===== src/rtl/lfbd_pkg.sv =====
// ----------------------------------------------------------------------------
// lfbd_pkg
// Types and constants shared by the link frame bit deinterleaver modules.
// ----------------------------------------------------------------------------
package lfbd_pkg;

    localparam int CHANNELS    = 64;
    localparam int FRAME_BITS  = 192;
    localparam int WORD_BITS   = 16;
    localparam int FRAME_KINDS = 3;
    localparam int WORDS       = (FRAME_BITS + WORD_BITS - 1) / WORD_BITS;
    localparam int ROWS        = FRAME_KINDS * WORDS;
    localparam int ROW_W       = CHANNELS * WORD_BITS;
    localparam int ROW_AW      = $clog2(ROWS);
    localparam int BC_W        = $clog2(FRAME_BITS + 1);
    localparam int IBIT_W      = $clog2(WORD_BITS);

    localparam logic [63:0] RST_BEGIN_A = 64'h5003000200010000;
    localparam logic [63:0] RST_BEGIN_B = 64'h5007000600050004;
    localparam logic [63:0] RST_BEGIN_C = 64'h5011001000090008;
    localparam logic [63:0] RST_END     = 64'ha000000000000000;

    localparam logic [1:0] REG_BEGIN_A = 2'd0;
    localparam logic [1:0] REG_BEGIN_B = 2'd1;
    localparam logic [1:0] REG_BEGIN_C = 2'd2;
    localparam logic [1:0] REG_END     = 2'd3;

    typedef enum logic [2:0] {
        ST_IGNORED   = 3'd0,
        ST_BEGUN     = 3'd1,
        ST_STORED    = 3'd2,
        ST_DONE      = 3'd3,
        ST_ABORT_BEG = 3'd4,
        ST_ABORT     = 3'd5,
        ST_READ      = 3'd6
    } status_t;

    typedef enum logic [1:0] {
        OP_NONE  = 2'd0,
        OP_CLEAR = 2'd1,
        OP_WRITE = 2'd2,
        OP_READ  = 2'd3
    } opcode_t;

    typedef struct packed {
        opcode_t             op;
        status_t             status;
        logic [1:0]          kind;
        logic [ROW_AW-1:0]   row;
        logic [IBIT_W-1:0]   ibit;
        logic                first;
        logic [CHANNELS-1:0] word;
        logic [5:0]          channel;
        logic                rd_ok;
    } op_t;

endpackage


===== src/rtl/lfbd_queue.sv =====
// ----------------------------------------------------------------------------
// lfbd_queue
// Two-entry queue of operations between the front and the back.
// ----------------------------------------------------------------------------
module lfbd_queue
(
    input  logic           clk,
    input  logic           rst_n,
    input  logic           push,
    input  lfbd_pkg::op_t  push_op,
    input  logic           pop,
    output lfbd_pkg::op_t  head,
    output logic           nempty,
    output logic           full
);

    lfbd_pkg::op_t  ent_reg [2];
    logic           wp_reg, rp_reg;
    logic [1:0]     cnt_reg;

    assign head   = ent_reg[rp_reg];
    assign nempty = (cnt_reg != 2'd0);
    assign full   = (cnt_reg == 2'd2);

    always_ff @(posedge clk)
    begin
        if (push)
        begin
            ent_reg[wp_reg] <= push_op;
        end
    end

    always_ff @(posedge clk or negedge rst_n)
    begin
        if (!rst_n)
        begin
            wp_reg  <= 1'b0;
            rp_reg  <= 1'b0;
            cnt_reg <= 2'd0;
        end
        else
        begin
            if (push)
            begin
                wp_reg <= ~wp_reg;
            end
            if (pop)
            begin
                rp_reg <= ~rp_reg;
            end
            cnt_reg <= cnt_reg + 2'(push) - 2'(pop);
        end
    end

endmodule


===== config.mk =====
export PLATFORM = sky130hd
export DESIGN_NAME = lfbd_queue
export DESIGN_NICKNAME = d
export VERILOG_FILES = /design/src/rtl/lfbd_pkg.sv /design/src/rtl/lfbd_queue.sv
export SDC_FILE = /design/constraint.sdc
export NUM_CORES = 1
export LEC_CHECK = 0
export BUFFER_PORTS_ARGS = -buffer_cell sky130_fd_sc_hd__buf_4
export CORE_MARGIN = 8
export CORE_UTILIZATION = 44
export CTS_BUF_LIST = sky130_fd_sc_hd__clkbuf_4
export DETAILED_ROUTE_END_ITERATION = 12
export GPL_TIMING_DRIVEN = 0
export MAX_ROUTING_LAYER = met4
export PLACE_DENSITY_LB_ADDON = 0.25
export SLEW_MARGIN = 20
export SYNTH_ARGS = -nofsm -noshare
export SYNTH_HDL_FRONTEND = slang
export SYNTH_SLANG_ARGS = --single-unit
export TNS_END_PERCENT = 10

===== constraint.sdc =====
create_clock -name clk -period 4.6 [get_ports clk]
set_clock_uncertainty 0.1 [all_clocks]
set_input_delay 0.69 -clock clk [delete_from_list [all_inputs] [get_ports clk]]
set_output_delay 0.69 -clock clk [all_outputs]
set_load 0.01 [all_outputs]

# Word level (Yosys, flattened, before mapping)
# Memories as Yosys holds them, arrays and structs flattened.
# Index checks and enable logic that the tools add are counted.
# op_classes
add_sub_neg,2
mul,0
div,0
n_lt_le_gt_ge,0
n_eq_ne,1
shifts,0
n_mux,2
n_bitwise,2
reduce_logical,1
# ops
operator,count
2-bit by 1-bit adder with 2-bit output,1
"2-bit == test, second input constant",1
1-bit 2-to-1 mux,2
1-bit NOT,2
2-bit nonzero test,1
2-bit by 1-bit subtractor with 2-bit output,1
# totals
regBits,4
latch_bits,0
mem_bits_rw,178
mem_bits_ro,0
input_bits,93
elab_cells,12
memories,1
# memory_table
name,words,width,read_ports,rd_clocked_by_memory_dff,wr,line_no,text
ent_reg,2,89,1,0,1,lfbd_queue.sv:17,lfbd_pkg::op_t ent_reg [2];

# Logic depth before layout (Yosys ltp)
# logic_depth
ltp_word,2
ltp_mapped,5
ltp_nobuf,5

# Worst setup path after synthesis
# Ideal clock, no wire load.
# synth_path
path_type,input port to flip-flop
start,in push
end,mem ent_reg[0][0] in the netlist's numbering (enable)
setup_time_ns,0.548
arrival_time_ns,4.572
required_ns,3.952
setup_slack_ns,-0.620
path_stages,1
n_path_buf,0
path_cell_list,nor2b_1
# synth_via
elab_chain_len,2
# synth_rtl
element,line_no,text
start: declaration,lfbd_queue.sv:9,"input logic push,"
1-bit 2-to-1 mux,lfbd_queue.sv:27,if (push)
1-bit 2-to-1 mux (implied by the code),lfbd_queue.sv:29,ent_reg[wp_reg] <= push_op;
end: declaration,lfbd_queue.sv:17,
# Every way passes these cells.

==> impl_metrics.csv <==
group,metric,value,unit
run_status,status,"finished clean",
worst_setup_path,slowest_stage,"sky130_fd_sc_hd__dfrtp_1",
place,gp_routability_congestion,0.6588,
worst_setup_path,cp_data_arrival_time,1.78,ns
finish,multi_input_area,0.001104,sq mm
floorplanning,top_level_ports,184,
floorplanning,floorplan.initialDensity,44.44,%
synth,mappedNetlistArea,0.006681,sq mm
synth,synthesis.nets,387,
timing,worst_margin_slew,0.6684,ns
place,numPortBuffers,183,
worst_setup_path,worstSetupStartpoint,"rp_reg",
worst_setup_path,worst-r2r-setup-slack,2.58,ns
clock_network,clock_tree.buffer_depth,2,
finish,area.growth.synth_to_final,31.14,%
grt,global_route.usage.total,13.94,%
finish,ff_latch_area,0.005445,sq mm
detailed_routing,drtAntennaViolNets,0,
detailed_routing,routed-via-count,3317,
worst_setup_path,path_cells,"buf_6, clkbuf_8, mux2_2, buf_4",
place,post-dp-hpwl,9.092,mm
synth,ys_seq_elements,182,
grt,grt_max_degree,46,
detailed_routing,routed_via_density,4.718,
detailed_routing,dr.first_iter.drc_count,104,
worst_setup_path,crit_required,3.81,ns
floorplanning,num_rows,45,
grt,grt_overflow,0,
timing,maxSlewHeadroom,55.44,%
synth,part_of_the_yosys_area_used_for_sequential_elements,81.50,%
floorplanning,die-height,139.2,um
detailed_routing,firstDrtPassIters,4,
detailed_routing,routed_wl,12.84,mm
synth,post_synth_inst_count,292,
finish,largest_reg_flops,178,
clock_network,cts_setup_buffers,0,
timing,period_needed,2.573,ns
grt,antenna_violations_before_repair,1,
detailed_routing,drc,0,
detailed_routing,wire_length_per_cell_after_detailed_routing,18.26,um
worst_setup_path,worst_setup_path_endpoint,"head[21]",
timing,rsz0062_at_grt,"false",
synth,yosysUniqueCellTypes,12,
run,drv_cap,0,
timing,setup_viol,0,
clock_network,post_cts_hold_buffer_count,1,
worst_setup_path,crit-reg2reg-capture,"ent_reg[0][7]",
clock_network,cts.htree.levels,4,
floorplanning,floorplan.die_area,0.01938,sq mm
worst_setup_path,critical_path_startpoint_category,"flop",
timing,max_freq,0.3886,GHz
floorplanning,die_width,139.2,um
grt,grt_pass1_wl,19.87,mm
finish,nets,596,
worst_setup_path,critPathMaxFanout,10,
timing,timing.final.crit_share,55.94,%
grt,vias_in_the_first_global_route,3653,
clock_network,worstSkewPairLatency,0.54,ns
pwr,finalPower,4.967,mW
clock_network,clkSlewWorstSetupHoldPaths,0.15,ns
finish,fill_cells,1171,
pwr,peakVddDrop,0.3385,mV
worst_setup_path,path_class,"reg2out",
worst_setup_path,max_stage_delay,0.36,ns
timing,final-hold-violation-count,0,
clock_network,post_cts_resized,0,
clock_network,cts_buffers,17,
finish,most-common-layout-cells,"183 x sky130_fd_sc_hd__buf_4, 178 x sky130_fd_sc_hd__edfxtp_1, 89 x sky130_fd_sc_hd__mux2_2, 18 x sky130_fd_sc_hd__clkbuf_4, 9 x sky130_fd_sc_hd__clkbuf_8",
pwr,power.density,566.8,mW/mm^2
timing,slew_viol_final,0,
worst_setup_path,regToRegStartpoint,"wp_reg",
worst_setup_path,number_of_cells_on_the_worst_reg_to_reg_path,5,
finish,final_layout_size_suffix_gt1_share,62.65,%
timing,totalNegativeSetupSlack,0,ns
synth,synth_warnings,0,
clock_network,ctsRootBufferMaster,"sky130_fd_sc_hd__clkbuf_4",
floorplanning,floorplan.core_area,0.01503,sq mm
pwr,leakage,3.318,nW
clock_network,cts_tree,"built",
min_path,hold_class,"in2reg",
clock_network,cts.sink_count,182,
synth,avgSynthCellArea,22.88,sq um
worst_setup_path,crit_path_end_kind,"output port",
finish,final_common_cell,"sky130_fd_sc_hd__buf_4",
cell usage after synthesis (all sizes together):
| cell type | instances | area share, % |
|---|---|---|
| ha | 2 | 0.37 |
| xor2 | 2 | 0.26 |
| or2 | 1 | 0.094 |
| dfrtp | 4 | 1.5 |
| mux2 | 89 | 15 |
| clkbuf | 9 | 1.9 |
| and2 | 1 | 0.094 |
| buf | 1 | 0.17 |
| inv | 2 | 0.11 |
| nor2b | 2 | 0.19 |
| xor3 | 1 | 0.36 |
| edfxtp | 178 | 80 |
cells by family (layout without fill, tap and decap cells):
group / after synthesis / in the layout / synth area share (%)
flip-flops: 182 / 182 / 81.50
adder cells (fa/ha/maj): 2 / 2 / 0.3745
other: 0 / 1 / 0
buffers and inverters: 12 / 234 / 2.135
AND/OR/NAND/NOR: 4 / 4 / 0.3746
XOR/XNOR: 3 / 3 / 0.6180
multiplexers: 89 / 89 / 15.00
worst min-delay path by stage:
stage / start / endpoint / slack (ns) / cells past startpoint
after floorplan: rst_n / cnt_reg[0] / 0.29 / 0
after global placement: rst_n / rp_reg / 0.39 / 1
after detailed placement: rst_n / cnt_reg[1] / 0.39 / 1
after CTS: push_op[32] / ent_reg[1][32] / 0.15 / 1
after global routing: push_op[30] / ent_reg[1][30] / 0.12 / 1
final: push_op[31] / ent_reg[1][31] / 0.22 / 1
report_power, final:
part           internal [mW]  switching, mW  total [mW]
Combinational           1.01          0.827        1.83
Sequential              2.19         0.0708        2.26
Clock                  0.335          0.536       0.871
Total                   3.53           1.43        4.97
area by class of cell:
type	instances	share of cell area (%)
antenna	1	0.02856
buffer	10	1.542
clock buffer	18	1.542
clock inverter	14	1.699
inverter	2	0.08568
multi-input combinational	98	12.59
sequential	182	62.14
tap	188	2.685
timing repair buffer	190	17.68
worst max-delay path, delay by kind of cell, from the launching register on:
family   cells  cell delay [ns]
buf+inv      3             0.53
flops        1             0.36
mux          1             0.35
per-stage QoR:
step | setup slack (ns) | area (sq um) | util [%] | hold slack [ns] | std cells
floorplan | 1.049 | 6684 | - | 0.2944 | 292
CTS | 1.925 | 8760 | 58.27 | 0.1469 | 702
detailed placement | 2.158 | 8466 | 56.31 | 0.3914 | 669
global placement | -0.4199 | 8293 | 55.16 | 0.3874 | 663
global route | 1.861 | 8762 | 58.29 | 0.1211 | 703
finish | 2.027 | 8762 | 58.29 | 0.2153 | 703
per-layer routing:
layer / routed length (um) / part of all wire (%) / GRT usage (%) / vias to the layer above
li1: - / - / - / 1582
met1: 5291 / 41 / 15.78 / 1612
met2: 6509 / 51 / 21.97 / 112
met3: 906 / 7.1 / 6.019 / 11
met4: 133 / 1.0 / 4.506 / 0
met5: 0 / 0 / - / -
Power figures use the tool's default switching activity.
