$ cat config.mk
export PLATFORM = sky130hd
export DESIGN_NAME = lfbd_front
export DESIGN_NICKNAME = d
export VERILOG_FILES = /design/src/rtl/lfbd_pkg.sv /design/src/rtl/lfbd_front.sv
export SDC_FILE = /design/constraint.sdc
export NUM_CORES = 1
export LEC_CHECK = 0
export ABC_AREA = 0
export BUFFER_PORTS_ARGS = -buffer_cell sky130_fd_sc_hd__buf_2
export CORE_MARGIN = 8
export CORE_UTILIZATION = 50
export CTS_CLUSTER_DIAMETER = 50
export CTS_CLUSTER_SIZE = 8
export DETAILED_ROUTE_END_ITERATION = 8
export PLACE_DENSITY = 0.69
export SYNTH_ARGS = -nofsm -noshare
export SYNTH_HDL_FRONTEND = slang
export SYNTH_SLANG_ARGS = --single-unit
$ cat constraint.sdc
create_clock -name clk -period 3.03 [get_ports clk]
set_clock_uncertainty 0.1 [all_clocks]
set_input_delay 0.1515 -clock clk [delete_from_list [all_inputs] [get_ports clk]]
set_output_delay 0.1515 -clock clk [all_outputs]
set_load 0.05 [all_outputs]
$ cat src/rtl/lfbd_pkg.sv
// ----------------------------------------------------------------------------
// lfbd_pkg
// Types and constants shared by the link frame bit deinterleaver modules.
// ----------------------------------------------------------------------------
package lfbd_pkg;

    localparam int CHANNELS    = 64;
    localparam int FRAME_BITS  = 192;
    localparam int WORD_BITS   = 16;
    localparam int FRAME_KINDS = 3;
    localparam int WORDS       = (FRAME_BITS + WORD_BITS - 1) / WORD_BITS;
    localparam int ROWS        = FRAME_KINDS * WORDS;
    localparam int ROW_W       = CHANNELS * WORD_BITS;
    localparam int ROW_AW      = $clog2(ROWS);
    localparam int BC_W        = $clog2(FRAME_BITS + 1);
    localparam int IBIT_W      = $clog2(WORD_BITS);

    localparam logic [63:0] RST_BEGIN_A = 64'h5003000200010000;
    localparam logic [63:0] RST_BEGIN_B = 64'h5007000600050004;
    localparam logic [63:0] RST_BEGIN_C = 64'h5011001000090008;
    localparam logic [63:0] RST_END     = 64'ha000000000000000;

    localparam logic [1:0] REG_BEGIN_A = 2'd0;
    localparam logic [1:0] REG_BEGIN_B = 2'd1;
    localparam logic [1:0] REG_BEGIN_C = 2'd2;
    localparam logic [1:0] REG_END     = 2'd3;

    typedef enum logic [2:0] {
        ST_IGNORED   = 3'd0,
        ST_BEGUN     = 3'd1,
        ST_STORED    = 3'd2,
        ST_DONE      = 3'd3,
        ST_ABORT_BEG = 3'd4,
        ST_ABORT     = 3'd5,
        ST_READ      = 3'd6
    } status_t;

    typedef enum logic [1:0] {
        OP_NONE  = 2'd0,
        OP_CLEAR = 2'd1,
        OP_WRITE = 2'd2,
        OP_READ  = 2'd3
    } opcode_t;

    typedef struct packed {
        opcode_t             op;
        status_t             status;
        logic [1:0]          kind;
        logic [ROW_AW-1:0]   row;
        logic [IBIT_W-1:0]   ibit;
        logic                first;
        logic [CHANNELS-1:0] word;
        logic [5:0]          channel;
        logic                rd_ok;
    } op_t;

endpackage

$ cat src/rtl/lfbd_front.sv
// ----------------------------------------------------------------------------
// lfbd_front
// Accepts requests, matches patterns, tracks the frame phase and issues
// operations for the store.
// ----------------------------------------------------------------------------
module lfbd_front
(
    input  logic                     clk,
    input  logic                     rst_n,
    input  logic                     accept,
    input  logic                     req_type,
    input  logic [63:0]              link_word,
    input  logic [1:0]               read_type,
    input  logic [5:0]               read_channel,
    input  logic [3:0]               read_word,
    input  logic                     wr_en,
    input  logic [1:0]               wr_index,
    input  logic [63:0]              wr_data,
    output lfbd_pkg::op_t            op
);

    typedef enum logic [2:0] {
        PH_HUNT = 3'b001,
        PH_DATA = 3'b010,
        PH_ENDW = 3'b100
    } phase_t;

    phase_t                      phase_reg, phase_next;
    logic [1:0]                  kind_reg, kind_next;
    logic [lfbd_pkg::BC_W-1:0]   bc_reg, bc_next;
    logic [63:0]                 pat_a_reg, pat_b_reg, pat_c_reg, pat_e_reg;

    logic                        hit_a, hit_b, hit_c, is_begin, is_end, rd_ok;
    logic [1:0]                  bkind;
    logic [lfbd_pkg::BC_W-1:0]   bc_inc;
    logic [3:0]                  iword;

    always_ff @(posedge clk or negedge rst_n)
    begin
        if (!rst_n)
        begin
            pat_a_reg <= lfbd_pkg::RST_BEGIN_A;
            pat_b_reg <= lfbd_pkg::RST_BEGIN_B;
            pat_c_reg <= lfbd_pkg::RST_BEGIN_C;
            pat_e_reg <= lfbd_pkg::RST_END;
        end
        else if (wr_en)
        begin
            case (wr_index)
                lfbd_pkg::REG_BEGIN_A: pat_a_reg <= wr_data;
                lfbd_pkg::REG_BEGIN_B: pat_b_reg <= wr_data;
                lfbd_pkg::REG_BEGIN_C: pat_c_reg <= wr_data;
                lfbd_pkg::REG_END:     pat_e_reg <= wr_data;
                default:               pat_e_reg <= pat_e_reg;
            endcase
        end
    end

    always_comb
    begin
        hit_a    = (link_word == pat_a_reg);
        hit_b    = (link_word == pat_b_reg);
        hit_c    = (link_word == pat_c_reg);
        is_begin = hit_a || hit_b || hit_c;
        bkind    = hit_a ? 2'd0 : (hit_b ? 2'd1 : 2'd2);
        is_end   = !is_begin && (link_word == pat_e_reg);
        bc_inc   = bc_reg + 1'b1;
        iword    = 4'(lfbd_pkg::WORDS - 1) - 4'(bc_reg / lfbd_pkg::WORD_BITS);
        rd_ok    = (read_type < 2'(lfbd_pkg::FRAME_KINDS))
                   && (read_word < 4'(lfbd_pkg::WORDS));

        phase_next = phase_reg;
        kind_next  = kind_reg;
        bc_next    = bc_reg;

        op         = '0;
        op.op      = lfbd_pkg::OP_NONE;
        op.status  = lfbd_pkg::ST_IGNORED;
        op.word    = link_word[lfbd_pkg::CHANNELS-1:0];
        op.channel = read_channel;
        op.ibit    = lfbd_pkg::IBIT_W'(lfbd_pkg::WORD_BITS - 1)
                     - lfbd_pkg::IBIT_W'(bc_reg % lfbd_pkg::WORD_BITS);
        op.first   = (bc_reg % lfbd_pkg::WORD_BITS) == 0;

        if (req_type)
        begin
            op.op     = lfbd_pkg::OP_READ;
            op.status = lfbd_pkg::ST_READ;
            op.rd_ok  = rd_ok;
            op.row    = rd_ok ? lfbd_pkg::ROW_AW'(read_type) * lfbd_pkg::ROW_AW'(lfbd_pkg::WORDS)
                                + lfbd_pkg::ROW_AW'(read_word) : '0;
        end
        else if (is_begin)
        begin
            op.op      = lfbd_pkg::OP_CLEAR;
            op.status  = (phase_reg == PH_HUNT) ? lfbd_pkg::ST_BEGUN : lfbd_pkg::ST_ABORT_BEG;
            op.row     = lfbd_pkg::ROW_AW'(bkind) * lfbd_pkg::ROW_AW'(lfbd_pkg::WORDS);
            kind_next  = bkind;
            bc_next    = '0;
            phase_next = PH_DATA;
        end
        else
        begin
            case (phase_reg)
                PH_DATA:
                begin
                    if (is_end)
                    begin
                        op.status  = lfbd_pkg::ST_ABORT;
                        phase_next = PH_HUNT;
                    end
                    else
                    begin
                        op.op     = lfbd_pkg::OP_WRITE;
                        op.status = lfbd_pkg::ST_STORED;
                        op.row    = lfbd_pkg::ROW_AW'(kind_reg) * lfbd_pkg::ROW_AW'(lfbd_pkg::WORDS)
                                    + lfbd_pkg::ROW_AW'(iword);
                        bc_next   = bc_inc;
                        if (bc_inc >= lfbd_pkg::BC_W'(lfbd_pkg::FRAME_BITS))
                        begin
                            phase_next = PH_ENDW;
                        end
                    end
                end
                PH_ENDW:
                begin
                    op.status  = is_end ? lfbd_pkg::ST_DONE : lfbd_pkg::ST_ABORT;
                    phase_next = PH_HUNT;
                end
                default:
                begin
                    op.status = lfbd_pkg::ST_IGNORED;
                end
            endcase
        end
        op.kind = kind_next;
    end

    always_ff @(posedge clk or negedge rst_n)
    begin
        if (!rst_n)
        begin
            phase_reg <= PH_HUNT;
            kind_reg  <= '0;
            bc_reg    <= '0;
        end
        else if (accept)
        begin
            phase_reg <= phase_next;
            kind_reg  <= kind_next;
            bc_reg    <= bc_next;
        end
    end

endmodule

-- Yosys cells after proc, flatten, opt, wreduce, memory -nomap -nowiden
Cells that the tools add are included.
Widths: inputs -> output; s select.
- add/subtract/negate cells: 5
- $mul: 3
- div/mod/pow operators: 0
- order comparisons: 3
- eq/ne operators: 12
- shift-type cells: 0
- mux-type cells: 25
- bitwise gates (word level): 1
- reductions and logical operators: 15
- operator list (operator ; number):
    $eq 64x64->1 ; 4
    $logic_not 32->1 ; 1
    $mux 6 ; 5
    $mux 8 ; 3
    $mux 3 ; 6
    $add 6x4->6 ; 2
    $mul 2x2->4 const B ; 3
    $mux 2 ; 6
    $pmux 3 s2 ; 2
    $mux 5 ; 2
    $add 8x1->8 const B ; 1
    $ge 8x8->1 const B ; 1
    $reduce_and 2->1 ; 4
    $reduce_and 4->1 ; 2
    $sub 4x4->4 const A ; 2
    $eq 2x2->1 const B ; 2
    $lt 4x4->1 const B ; 1
    $ne 4x4->1 const B ; 1
    $eq 3x1->1 const B ; 1
    $eq 3x2->1 const B ; 1
    $eq 3x3->1 const B ; 1
    $reduce_bool 3->1 ; 1
    $eq 2x1->1 const B ; 1
    $logic_and 1x1->1 ; 2
    other kinds (8) ; 9
- flip-flop bits (word level): 269
- bits in latches: 0
- memory bits (writable): 0
- ROM bits: 0
- input port bits: 147
- memories: 0

-- Longest topological paths before layout
- depth in word-level cells: 9
- depth in mapped cells: 8
- depth with buffers taken out: 8

-- Worst setup path after synthesis
OpenSTA, ideal clock, no wires.
- path type: flip-flop to output port
- from: register pat_e_reg[58]
- to: output port op[85] (netlist bit)
- data arrival time: 2.816 ns
- data required time: 2.778 ns
- slack: -0.037 ns
- stages on the path, launching flop included: 8
- path buffers: 1
- path through: dfrtp_1 > xor2_1 > nor4_1 > nand4_1 > nor4_4 > buf_4 > a22oi_1 > o31ai_1
- RTL lines (what ; RTL line ; text):
    start: declaration ; lfbd_front.sv:31 ; logic [63:0] pat_a_reg, pat_b_reg, pat_c_reg, pat_e_reg;
    start signal: assignment ; lfbd_front.sv:45 ; pat_e_reg <= lfbd_pkg::RST_END;
    start signal: assignment ; lfbd_front.sv:53 ; lfbd_pkg::REG_END: pat_e_reg <= wr_data;
    start signal: assignment ; lfbd_front.sv:54 ; default: pat_e_reg <= pat_e_reg;
    end: declaration ; lfbd_front.sv:19 ; output lfbd_pkg::op_t op

==> reports/results.txt <==
core area - 27630 sq um
die width - 183.0 um
worst skew pair latency - 0.53 ns
Yosys cell types - 41
endpoints failing setup - 12
CTS sink count - 269
achievable frequency - 296.3 MHz
YS warnings - 0
Synthesized Nets - 1258
first-pass GRT wire length - 61130 um
fraction of layout cells with a size suffix above 1 - 46.24%
status - finished, violations left
sequential area share after synthesis - 48.51%
max_cap viols - 0
failing checks - setup timing
max-slew violations - 0
Residual DRC - 0
number of global-route vias before repair - 10057
Final min period - 3.375 ns
Hold Vio Cnt, Final - 0
filler cell count - 2097
Synth Register Bits - 269
router iterations before antenna repair - 5
Syn Area/Cell - 12.69 sq um
vias per inst - 5.378
Post-synth EDFFs - 0
sw frac - 29.04%
Row Count - 61
H-tree levels - 2
Leak - 7.489 nW
ys flop type - dfrtp_1
diode count - 0
Gate power share - 22.1%
Worst Path Max Fanout - 3
die area - 33490 sq um
FF/Latch Area - 6765 sq um
fin area - 17650 sq um
clock slew at reported path FFs - 0.05 ns
Post-Route WL - 40930 um
Pint - 0.008396 W
unrepaired setup endpoints after global routing - yes
Post-DRT Antenna Nets - 0
worst path arrival time - 3.12 ns
IO Port Bufs - 223
routed len/inst - 22.91 um
crit path capture type - output port
Synth Instances - 1099
pre-CTS WS - 0.1148 ns
CTS tree - built
area occupied by multi-input gates - 6768 sq um
Slew HR - 30.58%
worst min path class - in2reg
fin cells - 1786
NetSw - 0.003436 W
largest cells by area after synthesis - dfrtp_1 (43%), mux2_2 (21%), xnor2_1 (12%)
Clk pwr share - 37.7%
antenna violations before repair - 0
DRT iter0 DRCs - 613
Post-synth ARST share - 100.0%
CP required - 2.78 ns
routability cong. - 0.8865
Vias - 9606
final worst slack - -0.3455 ns
commonest cells in the netlist - mux2_2 (257), dfrtp_1 (242), xnor2_1 (199), buf_4 (71), xor2_1 (65)
nets@finish - 1535
P&R area growth vs syn - 26.55%
Cell Area, Synth - 13950 sq um
Power per Cell Area - 670.5 nW/um^2
clock buffer depth - 3
largest net degree at the start of global routing - 86
worst vdd ir - 0.4629 mV
Post-Place Cells - 1634
initial core utilization - 50.48%
Reg power frac - 40.2%
share of the synthesized area in the top cell type - 43.42%
I/O Pins - 236
chip height - 183.0 um
count leader, synth - mux2_2
Root Buffer - clkbuf_16
fin crit share - 111.4%
kind of critical path - reg2out
startpoint types - register
DP Area - 15270 sq um
dpl hpwl - 29600 um
largest area contributor in the netlist - dfrtp_1
slew at the pin with the worst max-slew slack - 1.041 ns
gr usage total - 24.12%
GR Overflow Total - 0
Num CTS Buffers - 42
-- kinds of logic after synthesis --
logic type | synth area share (%)
xor+xnor | 16.58
buf+inv | 5.069
fa+ha+maj | 1.184
compound gates | 1.749
flops | 48.51
simple gates | 6.083
mux | 20.82
-- per-layer routing --
| metal | vias up | GRT usage [%] | wire length (um) |
|---|---|---|---|
| li1 | 4355 | - | - |
| met1 | 4882 | 31.36 | 17330 |
| met2 | 307 | 38.99 | 19620 |
| met3 | 62 | 5.520 | 2688 |
| met4 | 0 | 8.979 | 1292 |
| met5 | - | 0 | 0 |
-- power by group through the flow --
stage               combinational, W  clock, W  sequential (W)
finish                       0.00261   0.00446         0.00475
global route                 0.00277   0.00468         0.00482
CTS                          0.00260   0.00454         0.00474
detailed placement           0.00245         0         0.00478
global placement             0.00243         0         0.00475
floorplan                    0.00165         0         0.00469
-- final timing paths --
check / start / to / slack, ns / depth (start not counted)
max: pat_e_reg[13] / op[84] / -0.35 / 10
min: req_type / phase_reg[1] / 0.08 / 4
max reg2reg: pat_e_reg[13] / phase_reg[2] / 0.21 / 12
min reg2reg: pat_b_reg[12] / pat_b_reg[12] / 0.42 / 1
max in group asynchronous: rst_n / pat_b_reg[16] / 1.76 / 3
min in group asynchronous: rst_n / kind_reg[0] / 0.15 / 2
-- worst max-delay path, stage by stage, from the launching register on --
cell	delay [ns]
dfrtp_1	0.38
xor2_1	0.14
nor4_1	0.33
buf_4	0.19
nand4_1	0.10
buf_4	0.18
nor4_4	0.31
and2_4	0.20
or3b_1	0.35
a31oi_1	0.18
buf_4	0.23
-- stage by stage --
step                      total power, W  hold slack (ns)  TNS, ns  util (%)
after global placement          0.007174           0.1242        0     55.25
after CTS                        0.01188          0.01804   -1.022     63.53
after detailed placement        0.007238           0.1200        0     55.25
final                            0.01183          0.07890   -2.356     63.88
after floorplan                 0.006337          -0.2441        0         -
after global routing             0.01228           0.1289   -3.776     63.88
-- area by class of cell --
class                           count  area share (%)
Inverter                           14          0.2978
Timing Repair Buffer              336           13.05
Sequential cell                   269           38.33
Multi-Input combinational cell    713           38.35
Clock buffer                       68           6.629
Clock inverter                      8          0.6593
Tap cell                          378           2.680
-- cells in the final DEF, fill, tap and decap left out, drive strengths merged, types with 5 or more instances in the layout --
| cell type | instances |
|---|---|
| inv | 16 |
| buf | 270 |
| dfstp | 27 |
| clkbuf | 68 |
| xnor2 | 199 |
| nand3 | 6 |
| nor4 | 34 |
| dlygate4sd3 | 66 |
| ha | 10 |
| nand4 | 56 |
| dfrtp | 242 |
| a22o | 5 |
| xor2 | 65 |
| nand2 | 15 |
| o21ai | 9 |
| mux2 | 257 |
| nor2 | 12 |
-- repair_timing --
action | 4_1_cts | 5_1_grt
setup endpoints to repair | 13 | 13
cloned | 0 | 0
hold buffers | 66 | 0
buffers inserted | 6 | 5
endpoints found under the hold margin | 339 | 0
gates resized for setup | 64 | 18
pin swaps | 24 | 15
Power figures use the tool's default switching activity.
